`src/design/sdtp_pkg.sv`:
```
// Package: phase encoding, status codes, element and alphabet codes and record type for the TPDU header parser.
package sdtp_pkg;

    localparam logic [7:0] MAX_TPDU_BYTES = 8'd255;

    localparam logic [7:0] IE_CONCAT8  = 8'h00;
    localparam logic [7:0] IE_CONCAT16 = 8'h08;
    localparam logic [7:0] IE_SHIFT1   = 8'h24;
    localparam logic [7:0] IE_SHIFTL   = 8'h25;

    localparam logic [2:0] ST_OK        = 3'd0;
    localparam logic [2:0] ST_TRUNC     = 3'd1;
    localparam logic [2:0] ST_ADDR      = 3'd2;
    localparam logic [2:0] ST_CODING    = 3'd3;
    localparam logic [2:0] ST_BINARY    = 3'd4;
    localparam logic [2:0] ST_LENGTH    = 3'd5;
    localparam logic [2:0] ST_HEADER    = 3'd6;

    localparam logic [1:0] ALPH_GSM7 = 2'd0;
    localparam logic [1:0] ALPH_8BIT = 2'd1;
    localparam logic [1:0] ALPH_UCS2 = 2'd2;

    typedef enum logic [11:0] {
        PH_IDLE  = 12'b0000_0000_0001,
        PH_TOA   = 12'b0000_0000_0010,
        PH_ADDR  = 12'b0000_0000_0100,
        PH_PID   = 12'b0000_0000_1000,
        PH_DCS   = 12'b0000_0001_0000,
        PH_TS    = 12'b0000_0010_0000,
        PH_UDL   = 12'b0000_0100_0000,
        PH_UDHL  = 12'b0000_1000_0000,
        PH_ETYPE = 12'b0001_0000_0000,
        PH_ELEN  = 12'b0010_0000_0000,
        PH_EDATA = 12'b0100_0000_0000,
        PH_PAD   = 12'b1000_0000_0000
    } phase_t;

    typedef struct packed {
        logic [2:0]  septet_padding;
        logic [8:0]  body_units;
        logic [7:0]  body_offset;
        logic [7:0]  locking_shift;
        logic [7:0]  single_shift;
        logic [7:0]  part_number;
        logic [7:0]  total_parts;
        logic [15:0] concat_ref;
        logic [7:0]  address_digits;
        logic [7:0]  address_type;
        logic [1:0]  alphabet;
        logic [2:0]  status;
    } record_t;

endpackage

```
`src/design/sms_deliver_tpdu_header_parser.sv`:
```
// Top level: SMS-DELIVER TPDU header parser, one octet word per cycle while s_axis_tready is high.
// A record appears on m_ in the cycle after the octet word that decides it is accepted.
// Throughput: one octet word per cycle; the single output register refills in the
// cycle it is emptied, so s_axis_tready follows m_axis_tready or an empty output.
// Reset: aresetn synchronous active low; returns to idle, clears the output valid
// and all per-TPDU state (total parts held at one).
module sms_deliver_tpdu_header_parser (
    input  logic         aclk,
    input  logic         aresetn,
    input  logic         s_axis_tvalid,
    output logic         s_axis_tready,
    input  logic [7:0]   s_axis_tdata,   // [7:0] byte_value
    input  logic [9:0]   s_axis_tuser,   // [0] start_flag, [8:1] pdu_length, [9] header_flag
    output logic         m_axis_tvalid,
    input  logic         m_axis_tready,
    output logic [95:0]  m_axis_tdata    // status, alphabet, address_type, address_digits,
                                         // concat_ref, total_parts, part_number,
                                         // single_shift, locking_shift, body_offset,
                                         // body_units, septet_padding; zero fill above
);
    import sdtp_pkg::*;

    phase_t      phase_reg, phase_next;
    logic [7:0]  idx_reg, idx_next;
    logic [7:0]  len_reg, len_next;
    logic        hflag_reg, hflag_next;
    logic [7:0]  skip_reg, skip_next;
    logic [7:0]  atype_reg, atype_next;
    logic [7:0]  adig_reg, adig_next;
    logic [1:0]  alph_reg, alph_next;
    logic [7:0]  hrem_reg, hrem_next;
    logic [7:0]  etype_reg, etype_next;
    logic [7:0]  eleft_reg, eleft_next;
    logic [15:0] ref_reg, ref_next;
    logic [7:0]  parts_reg, parts_next;
    logic [7:0]  order_reg, order_next;
    logic [7:0]  ss_reg, ss_next;
    logic [7:0]  ls_reg, ls_next;
    logic [9:0]  nib_reg, nib_next;
    logic [2:0]  pad_reg, pad_next;

    record_t     rec_reg, rec;
    logic        out_valid_reg;
    logic        emit;
    logic [2:0]  st;
    logic        accept;

    logic [7:0]  b;
    logic        start;
    logic [7:0]  slen;
    logic [8:0]  ab;
    logic [7:0]  idx_inc;
    logic [8:0]  nxt;
    logic [7:0]  after;     // octets left after the current one
    logic [3:0]  dcs_hi;
    logic [1:0]  dcs_a;
    logic [10:0] nib_calc;
    logic [9:0]  ud_bytes;
    logic [9:0]  sub;
    logic [7:0]  hrem_dec;
    logic [4:0]  m7_s1;     // octal digit sum of the octet, same residue mod 7
    logic [3:0]  m7_s2;
    logic [2:0]  udhl_mod7;

    assign b      = s_axis_tdata;
    assign start  = s_axis_tuser[0];
    assign slen   = s_axis_tuser[8:1];
    assign accept = s_axis_tvalid && s_axis_tready;
    assign s_axis_tready = !out_valid_reg || m_axis_tready;

    assign ab      = ({1'b0, b} + 9'd1) >> 1;
    assign idx_inc = idx_reg + 8'd1;
    // index after this octet is idx_inc; octets after it
    assign nxt     = {1'b0, idx_inc} + 9'd1;
    assign after   = ({1'b0, len_reg} >= nxt) ? 8'({1'b0, len_reg} - nxt) : 8'd0;
    assign dcs_hi  = b[7:4];
    assign dcs_a   = b[3:2];
    assign nib_calc = 11'(({3'b0, b} * 11'd7 + 11'd3) >> 2);
    assign sub      = 10'(({2'b0, b} + 10'd1) << 1);
    assign hrem_dec = hrem_reg - 8'd1;

    // header length mod 7: eight is one mod 7, so fold octal digits twice
    assign m7_s1     = {2'b0, b[2:0]} + {2'b0, b[5:3]} + {3'b0, b[7:6]};
    assign m7_s2     = {1'b0, m7_s1[2:0]} + {2'b0, m7_s1[4:3]};
    assign udhl_mod7 = (m7_s2 >= 4'd7) ? 3'(m7_s2 - 4'd7) : m7_s2[2:0];

    // close a header element: done when nothing is left, else next element or pad
    function automatic logic next_elem(input logic [7:0] rem, output phase_t ph);
        ph = (rem >= 8'd2) ? PH_ETYPE : PH_PAD;
        return (rem == 8'd0);
    endfunction

    always_comb begin
        phase_t ph_tmp;
        logic   done;
        phase_next = phase_reg;
        idx_next   = idx_reg;
        len_next   = len_reg;
        hflag_next = hflag_reg;
        skip_next  = skip_reg;
        atype_next = atype_reg;
        adig_next  = adig_reg;
        alph_next  = alph_reg;
        hrem_next  = hrem_reg;
        etype_next = etype_reg;
        eleft_next = eleft_reg;
        ref_next   = ref_reg;
        parts_next = parts_reg;
        order_next = order_reg;
        ss_next    = ss_reg;
        ls_next    = ls_reg;
        nib_next   = nib_reg;
        pad_next   = pad_reg;
        emit       = 1'b0;
        st         = ST_OK;
        ud_bytes   = 10'd0;
        ph_tmp     = PH_IDLE;
        done       = 1'b0;

        if (start) begin
            // fresh TPDU: reload everything from the start octet
            idx_next   = 8'd0;
            alph_next  = ALPH_GSM7;
            atype_next = 8'd0;
            hrem_next  = 8'd0;
            etype_next = 8'd0;
            eleft_next = 8'd0;
            ref_next   = 16'd0;
            parts_next = 8'd1;
            order_next = 8'd0;
            ss_next    = 8'd0;
            ls_next    = 8'd0;
            nib_next   = 10'd0;
            pad_next   = 3'd0;
            len_next   = slen;
            hflag_next = s_axis_tuser[9];
            adig_next  = b;
            skip_next  = ab[7:0];
            phase_next = PH_TOA;
            if (slen > MAX_TPDU_BYTES) begin
                emit = 1'b1; st = ST_LENGTH;
            end else if (slen == 8'd0) begin
                emit = 1'b1; st = ST_TRUNC;
            end else if (slen < 8'd2 || ab > ({1'b0, slen} - 9'd2)) begin
                emit = 1'b1; st = ST_ADDR;
            end else if ((ab + 9'd12) > {1'b0, slen}) begin
                emit = 1'b1; st = ST_TRUNC;
            end
        end else if (phase_reg != PH_IDLE) begin
            idx_next = idx_inc;
            case (phase_reg)
                PH_TOA: begin
                    atype_next = b;
                    phase_next = (skip_reg != 8'd0) ? PH_ADDR : PH_PID;
                end
                PH_ADDR: begin
                    skip_next = (skip_reg != 8'd0) ? skip_reg - 8'd1 : 8'd0;
                    if (skip_next == 8'd0) phase_next = PH_PID;
                end
                PH_PID: phase_next = PH_DCS;
                PH_DCS: begin
                    if (dcs_hi == 4'h0 || dcs_hi == 4'h1 || dcs_hi == 4'h4 ||
                        dcs_hi == 4'h5 || dcs_hi == 4'hF) begin
                        if (dcs_a == 2'd3) begin
                            emit = 1'b1; st = ST_CODING;
                        end else if (dcs_a == ALPH_8BIT) begin
                            emit = 1'b1; st = ST_BINARY;
                        end else begin
                            alph_next = dcs_a; skip_next = 8'd7; phase_next = PH_TS;
                        end
                    end else if (dcs_hi == 4'hC || dcs_hi == 4'hD) begin
                        if (b[2]) begin
                            emit = 1'b1; st = ST_CODING;
                        end else begin
                            alph_next = ALPH_GSM7; skip_next = 8'd7; phase_next = PH_TS;
                        end
                    end else begin
                        emit = 1'b1; st = ST_CODING;
                    end
                end
                PH_TS: begin
                    skip_next = (skip_reg != 8'd0) ? skip_reg - 8'd1 : 8'd0;
                    if (skip_next == 8'd0) phase_next = PH_UDL;
                end
                PH_UDL: begin
                    ud_bytes = {2'b0, b};
                    if (alph_reg == ALPH_GSM7) begin
                        nib_next = nib_calc[9:0];
                        ud_bytes = 10'((nib_calc + 11'd1) >> 1);
                    end
                    if (ud_bytes != {2'b0, after}) begin
                        emit = 1'b1; st = ST_LENGTH;
                    end else if (hflag_reg) begin
                        if (after == 8'd0) begin
                            emit = 1'b1; st = ST_HEADER;
                        end else begin
                            phase_next = PH_UDHL;
                        end
                    end else begin
                        emit = 1'b1; st = ST_OK;
                    end
                end
                PH_UDHL: begin
                    if (alph_reg == ALPH_GSM7) begin
                        pad_next = 3'd6 - udhl_mod7;
                        nib_next = (nib_reg > sub) ? nib_reg - sub : 10'd0;
                    end
                    if (after < b) begin
                        emit = 1'b1; st = ST_HEADER;
                    end else begin
                        hrem_next = b;
                        done = next_elem(b, ph_tmp);
                        if (done) begin
                            emit = 1'b1; st = ST_OK;
                        end else begin
                            phase_next = ph_tmp;
                        end
                    end
                end
                PH_ETYPE: begin
                    etype_next = b;
                    hrem_next  = hrem_dec;
                    phase_next = PH_ELEN;
                end
                PH_ELEN: begin
                    hrem_next = hrem_dec;
                    if (b > hrem_dec ||
                        (etype_reg == IE_CONCAT8 && b != 8'd3) ||
                        (etype_reg == IE_CONCAT16 && b != 8'd4) ||
                        ((etype_reg == IE_SHIFT1 || etype_reg == IE_SHIFTL) &&
                         b != 8'd1)) begin
                        emit = 1'b1; st = ST_HEADER;
                    end else begin
                        eleft_next = b;
                        if (b == 8'd0) begin
                            done = next_elem(hrem_dec, ph_tmp);
                            if (done) begin
                                emit = 1'b1; st = ST_OK;
                            end else begin
                                phase_next = ph_tmp;
                            end
                        end else begin
                            phase_next = PH_EDATA;
                        end
                    end
                end
                PH_EDATA: begin
                    if (etype_reg == IE_CONCAT8) begin
                        if (eleft_reg == 8'd3) ref_next = {8'd0, b};
                        else if (eleft_reg == 8'd2) parts_next = b;
                        else if (eleft_reg == 8'd1) order_next = b;
                    end else if (etype_reg == IE_CONCAT16) begin
                        if (eleft_reg == 8'd4) ref_next = {b, 8'd0};
                        else if (eleft_reg == 8'd3) ref_next = ref_reg | {8'd0, b};
                        else if (eleft_reg == 8'd2) parts_next = b;
                        else if (eleft_reg == 8'd1) order_next = b;
                    end else if (etype_reg == IE_SHIFT1) begin
                        ss_next = b;
                    end else if (etype_reg == IE_SHIFTL) begin
                        ls_next = b;
                    end
                    hrem_next  = (hrem_reg != 8'd0) ? hrem_dec : 8'd0;
                    eleft_next = (eleft_reg != 8'd0) ? eleft_reg - 8'd1 : 8'd0;
                    if (eleft_next == 8'd0) begin
                        done = next_elem(hrem_next, ph_tmp);
                        if (done) begin
                            emit = 1'b1; st = ST_OK;
                        end else begin
                            phase_next = ph_tmp;
                        end
                    end
                end
                PH_PAD: begin
                    hrem_next = 8'd0;
                    emit = 1'b1; st = ST_OK;
                end
                default: phase_next = PH_IDLE;
            endcase
        end
        if (emit) phase_next = PH_IDLE;
    end

    // build the record from the state as it stands after this octet
    always_comb begin
        rec = '0;
        rec.status = st;
        if (st == ST_OK) begin
            rec.alphabet       = alph_next;
            rec.address_type   = atype_next;
            rec.address_digits = adig_next;
            rec.concat_ref     = ref_next;
            rec.total_parts    = parts_next;
            rec.part_number    = order_next;
            rec.single_shift   = ss_next;
            rec.locking_shift  = ls_next;
            rec.body_offset    = idx_next + 8'd1;
            rec.body_units     = (alph_next == ALPH_GSM7) ? nib_next[8:0] : {1'b0, after};
            rec.septet_padding = pad_next;
        end
    end

    always_ff @(posedge aclk) begin
        if (!aresetn) begin
            phase_reg     <= PH_IDLE;
            idx_reg       <= 8'd0;
            len_reg       <= 8'd0;
            hflag_reg     <= 1'b0;
            skip_reg      <= 8'd0;
            atype_reg     <= 8'd0;
            adig_reg      <= 8'd0;
            alph_reg      <= 2'd0;
            hrem_reg      <= 8'd0;
            etype_reg     <= 8'd0;
            eleft_reg     <= 8'd0;
            ref_reg       <= 16'd0;
            parts_reg     <= 8'd1;
            order_reg     <= 8'd0;
            ss_reg        <= 8'd0;
            ls_reg        <= 8'd0;
            nib_reg       <= 10'd0;
            pad_reg       <= 3'd0;
            out_valid_reg <= 1'b0;
        end else begin
            // load on an emitting word, hold while the record waits, else drop
            out_valid_reg <= (accept && emit) || (out_valid_reg && !m_axis_tready);
            if (accept) begin
                phase_reg <= phase_next;
                idx_reg   <= idx_next;
                len_reg   <= len_next;
                hflag_reg <= hflag_next;
                skip_reg  <= skip_next;
                atype_reg <= atype_next;
                adig_reg  <= adig_next;
                alph_reg  <= alph_next;
                hrem_reg  <= hrem_next;
                etype_reg <= etype_next;
                eleft_reg <= eleft_next;
                ref_reg   <= ref_next;
                parts_reg <= parts_next;
                order_reg <= order_next;
                ss_reg    <= ss_next;
                ls_reg    <= ls_next;
                nib_reg   <= nib_next;
                pad_reg   <= pad_next;
            end
        end
    end

    // hold the record while it waits; load a new one on an emitting word
    always_ff @(posedge aclk) begin
        if (accept && emit) rec_reg <= rec;
    end

    assign m_axis_tvalid = out_valid_reg;
    assign m_axis_tdata  = {7'd0, rec_reg};

endmodule

```
`config.mk`:
```
export PLATFORM = sky130hd
export DESIGN_NAME = sms_deliver_tpdu_header_parser
export DESIGN_NICKNAME = d
export VERILOG_FILES = /design/src/design/sdtp_pkg.sv /design/src/design/sms_deliver_tpdu_header_parser.sv
export SDC_FILE = /design/constraint.sdc
export NUM_CORES = 1
export LEC_CHECK = 0
export BUFFER_PORTS_ARGS = -buffer_cell sky130_fd_sc_hd__buf_2
export CAP_MARGIN = 20
export CORE_AREA = 2 2 296 181
export CTS_BUF_LIST = sky130_fd_sc_hd__clkbuf_4 sky130_fd_sc_hd__clkbuf_8
export CTS_CLUSTER_DIAMETER = 50
export DETAILED_ROUTE_END_ITERATION = 8
export DIE_AREA = 0 0 298 183
export PLACE_DENSITY_LB_ADDON = 0.12
export SYNTH_ARGS = -nofsm -noshare
export SYNTH_HDL_FRONTEND = slang
export SYNTH_SLANG_ARGS = --single-unit
```
`constraint.sdc`:
```
create_clock -name aclk -period 28.1 [get_ports aclk]
set_input_delay 5.62 -clock aclk [delete_from_list [all_inputs] [get_ports aclk]]
set_output_delay 5.62 -clock aclk [all_outputs]
set_load 0.02 [all_outputs]
```
======== Yosys cells after proc, flatten, opt, wreduce, memory -nomap -nowiden ========
Index checks and enable logic that the tools add are counted.
operators by class
  add/subtract/negate cells ............... 19
  multipliers ............................. 1
  divide/modulo/power cells ............... 0
  magnitude comparators ................... 12
  equality and inequality tests ........... 55
  shifts and indexed selects .............. 0
  muxes and demuxes ....................... 155
  bitwise gates (word level) .............. 1
  reductions and logical operators ........ 52
operator list
  operator               count
  $mux W8                57
  $mux W12               23
  $pmux W12 S11          1
  $mux W16               8
  $mux W10               8
  $logic_not A8 Y1       8
  $ne A4 B4 Y1 const B   14
  $mux W3                17
  $pmux W8 S2            2
  $pmux W8 S4            1
  $add A8 B1 Y9 const B  3
  $ne A5 B5 Y1 const B   5
  $ge A8 B2 Y1 const B   3
  $reduce_bool A8 Y1     3
  $sub A8 B1 Y8 const B  3
  $mux W1                22
  $mux W2                11
  $pmux W10 S2           1
  $reduce_and A18 Y1     1
  $add A8 B1 Y8 const B  2
  $eq A8 B2 Y1 const B   2
  $eq A8 B6 Y1 const B   2
  $or A16 B8 Y16         1
  $ne A3 B3 Y1 const B   5
  other kinds (64)       92
storage, ports and cells
  bits in registers ....................... 230
  bits in latches ......................... 0
  bits in writable memories ............... 0
  bits in read-only memories .............. 0
  bits of input ports ..................... 22
  output and inout bits ................... 98
  logic and storage cells ................. 328
  memories ................................ 0

======== Logic depth before layout (Yosys ltp) ========
  depth in word-level cells ............... 14
  mapped depth ............................ 24
  depth with buffers taken out ............ 22

======== Worst setup path after synthesis ========
No wires, ideal clock.
  path type ............................... input to register
  start point ............................. input port s_axis_tdata[2]
  end point ............................... register rec_reg, in the netlist m_axis_tdata[0], enable pin
  library setup time ...................... 0.755 ns
  data arrival time ....................... 17.397 ns
  required time ........................... 27.345 ns
  path slack .............................. 9.948 ns
  stages .................................. 14
  path buffers ............................ 2
  path through ............................ fa_1 > ha_1 > ha_1 > buf_2 > and3_1 > a221oi_1 > xnor2_1 > nand3_1 > xnor2_1 > a2111o_1 > and4_1 > and4_1 > clkbuf_1 > nor4_1
on the way
  longest elaborated chain between the ends .. 13
  elaborated cells on any way between the ends .. 45
  those cells by class .................... 4 x add/sub; 1 x mul; 4 x order compare; 6 x eq/ne; 21 x mux; 9 x reduce/logical
ends and longest elaborated chain
  item                   line                                   source
  from (decl)            sms_deliver_tpdu_header_parser.sv:12   input logic [7:0] s_axis_tdata,
  $mul A8 B3 Y11         sms_deliver_tpdu_header_parser.sv:78   assign nib_calc = 11'(({3'b0, b} * 11'd7 + 11'd3) >> 2);
  $add A11 B2 Y11        sms_deliver_tpdu_header_parser.sv:78
  $add A9 B1 Y10         sms_deliver_tpdu_header_parser.sv:189  ud_bytes = 10'((nib_calc + 11'd1) >> 1);
  $mux W9                sms_deliver_tpdu_header_parser.sv:187  if (alph_reg == ALPH_GSM7) begin
  $mux W10               sms_deliver_tpdu_header_parser.sv:151  case (phase_reg)
  $mux W10               sms_deliver_tpdu_header_parser.sv:149  end else if (phase_reg != PH_IDLE) begin
  $mux W10               sms_deliver_tpdu_header_parser.sv:120  if (start) begin
  $ne A10 B8 Y1          sms_deliver_tpdu_header_parser.sv:191  if (ud_bytes != {2'b0, after}) begin
  $mux W1                sms_deliver_tpdu_header_parser.sv:191
  $pmux W1 S6            sms_deliver_tpdu_header_parser.sv:151
  $mux W1                sms_deliver_tpdu_header_parser.sv:149
  $mux W1 *              sms_deliver_tpdu_header_parser.sv:120
  $logic_and A1 B1 Y1 *  sms_deliver_tpdu_header_parser.sv:351  if (accept && emit) rec_reg <= rec;
  to (signal assigned)   sms_deliver_tpdu_header_parser.sv:351
  to (decl)              sms_deliver_tpdu_header_parser.sv:42   record_t rec_reg, rec;
Every way passes the cells marked *; elsewhere a longest branch is shown, timed or not. The select of a mux whose other input is x is not followed.
A chain may end at the register's enable or synchronous reset.

======== Worst setup path in the final report ========
  start point ............................. input port s_axis_tdata[3]
  end point ............................... register rec_reg, in the netlist m_axis_tdata[84], enable pin
The elaborated chain is that of the path after synthesis.

==> impl_results.md <==
* Vias in the first global route at 13600
* Register area at 5495 um2
* Outcome: finished clean
* Hold WC Path Type: flip-flop to flip-flop
* Most common cell after layout, fill and taps aside: nor2_1
* # H-tree levels at 2
* Resized cells post-CTS at 0
* Multi-input combinational cell area at 9176 um2
* Worst-Skew Late Latency at 590 ps
* GR Overflow Total at 0
* Cells after Synth at 1790
* Count of flip-flops with a built-in enable after synthesis at 89
* Fin area at 17580 um2
* Final clock period utilization by the worst path at 42.08%
* Cell Chain, Critical Path: buf_2, buf_4, fa_1, ha_1, ha_1, xor2_1, ha_1, o21ai_0, nor4_2, nand3_1, xnor2_1, a2111o_1, and4_1, and4_1, nor4_2, buf_4, buf_4
* Syn avg cell area at 8.580 um2
* CTS sink count at 230
* Most used DFF post-synth: dfxtp_1
* Final nets at 2011
* Crit Path Category: input pin to flip-flop
* Area grow syn2layout at 14.48%
* Fin worst setup slack at 16280 ps
* DR WL/cell at 21.89 um
* Arrival time worst endpoint at 12010 ps
* Port bufs at 112
* Setup bufs post-CTS at 0
* Commonest non-fill, non-tap cells in the layout: 264 x nor2_1, 151 x nand2_1, 141 x dfxtp_1
* Number of vias in the routed layout at 14150
* Total GRT Usage at 20.65%
* Total Power at 987.2 uW
* Final Critical Period at 11820 ps
* Initial antenna violation count at 0
* Core Region at 51890 um2
* Num ports at 120
* Async set-reset flop share out of synthesis at 0%
* Detail Placement HPWL at 41.46 mm
* Die Y at 183 um
* Mapped cell area at 15360 um2
* Pre-CTS setup slack at 15680 ps
* Synthesized flop and latch total at 230
* Clk pin slew, worst setup/hold paths at 60 ps
* Die footprint at 54530 um2
* Clock buffer depth at 3
* Initial core utilization at 29.60%
* Core Rows at 65
* RSZ-0062 raised after global routing: false
* Clock Skew at 21.21 ps
* CP endpoint kind: flip-flop
* Setup TNS at 0 ps
* Final Max Slew Viols at 0
* CTS root buffer: clkbuf_8
* Slowest stage cell, crit path: nor4_2
* CTS tree: done
* Worst Path Max Fanout at 78
* Synthesis warning total at 0
* # Max-Cap Violations at 0
* DRC viols at 0
* P_leak at 0.006710 uW
* Finished Layout Cells at 2609
* Slew margin rel. at 23.08%
* Final hold violations at 0
* Largest net degree at the start of global routing at 92
* Post-synthesis cell type count at 89
* Pwr per Cell Area at 56.15 nW/um2
* Max incr delay on CP at 920 ps
* Global-route wire length before repair at 86.51 mm
* Worst-margin pin slew at 1151 ps
* Area after DPL at 16590 um2
* Gp weighted congestion at 0.9219
* DRT Pass-1 Iters at 6
* Final-layout fill cell count at 5547
* # setup viols final at 0
* Drt initial violations at 1299
* Max reg flops at 89
* DR vias/cell at 5.425
* CTS Hold Bufs at 0
* Post-synthesis sequential area ratio at 35.78%
* Placed insts at 2528
* Startpoint types: input pin
* Max Clk Rate at 84.57 MHz
* Chip width at 298 um
* Worst VDD drop at 25.12 uV
* Drt total wl at 57.12 mm
* ANT nets after route at 0
* Required @ worst endpoint at 28290 ps
* Fraction of layout cells with a size suffix above 1 at 13.96%
* TritonCTS buffer count at 42
-- cells in the mapped netlist (all sizes together) (11+ instances only) --
cell type,instances,share of area [%]
clkbuf,88,2.2
mux2i,40,2.6
edfxtp,89,17
a22oi,87,4.3
nand3,43,1.4
a21oi,123,4.0
xnor2,48,2.7
xor2,23,1.4
o21a,15,0.73
nor3,52,1.8
nand2b,11,0.45
nand2,152,3.7
o2111ai,11,0.63
or3,16,0.65
and2,12,0.49
a21o,18,0.88
nor2b,17,0.69
buf,29,1.1
a211oi,20,1.1
nor4,39,1.8
nand3b,12,0.59
dfxtp,141,18
inv,59,1.4
fa,13,1.7
and3,12,0.49
o21ai,66,2.2
nor2,264,6.5
ha,105,8.6
nand4,25,1.0
-- power breakdown --
part	switching, uW	internal, uW	total [uW]	leakage, uW
Combinational	161	85.7	247	0.00423
Clock	159	219	378	0.000508
Sequential	6.15	357	363	0.00197
Total	326	661	987	0.00671
-- area by class of cell --
type	instances	area share [%]
clock inverter	18	1.274
antenna	1	0.01423
tap	703	5.003
timing repair buffer	148	4.761
sequential	230	31.26
inverter	59	1.267
clock buffer	60	4.234
multi-input combinational	1390	52.19
-- worst paths after layout --
kind	start	to	slack (ps)	cells past startpoint
setup / recovery	s_axis_tdata[3]	m_axis_tdata[84]	16280	17
hold reg to reg	adig_reg[3]	adig_reg[3]	450	2
setup reg to reg	idx_reg[0]	m_axis_tdata[84]	19730	21
hold / removal	adig_reg[3]	adig_reg[3]	450	2
-- critical path, delay by kind of cell --
family	cells	cell delay (ps)
and+or+nand+nor	5	2170
buffers and inverters	4	1530
adders and majority gates	4	1440
AOI/OAI and AO/OA	2	590
xor gates and xnor gates	2	480
-- through the flow --
step / util [%] / hold WS [ps]
after global placement: 31.97 / 441.0
after floorplan: - / 435.7
after CTS: 33.84 / 455.4
final: 33.88 / 452.3
after global routing: 33.88 / 470.6
after detailed placement: 31.97 / 447.8
-- kinds of logic (layout without fill, tap and decap cells) --
family                     after synthesis  after routing  synth area share [%]
other                                    1              8               0.02442
DFF                                    230            230                 35.78
muxes                                   42             42                 2.754
and+or+nand+nor                        705            705                 22.31
adders and majority gates              118            118                 10.25
xor gates and xnor gates                72             72                 4.253
buffers and inverters                  176            285                 4.717
AOI/OAI and AO/OA                      446            446                 19.91
-- per-layer routing --
layer / track usage (%) / share of wire (%) / vias up
met5: 0 / 0 / -
met4: 4.121 / 1.6 / 0
met3: 4.679 / 7.1 / 71
met2: 28.54 / 39 / 488
met1: 32.10 / 52 / 6901
li1: - / - / 6693
Note: power is estimated with default switching activity, not from simulation.
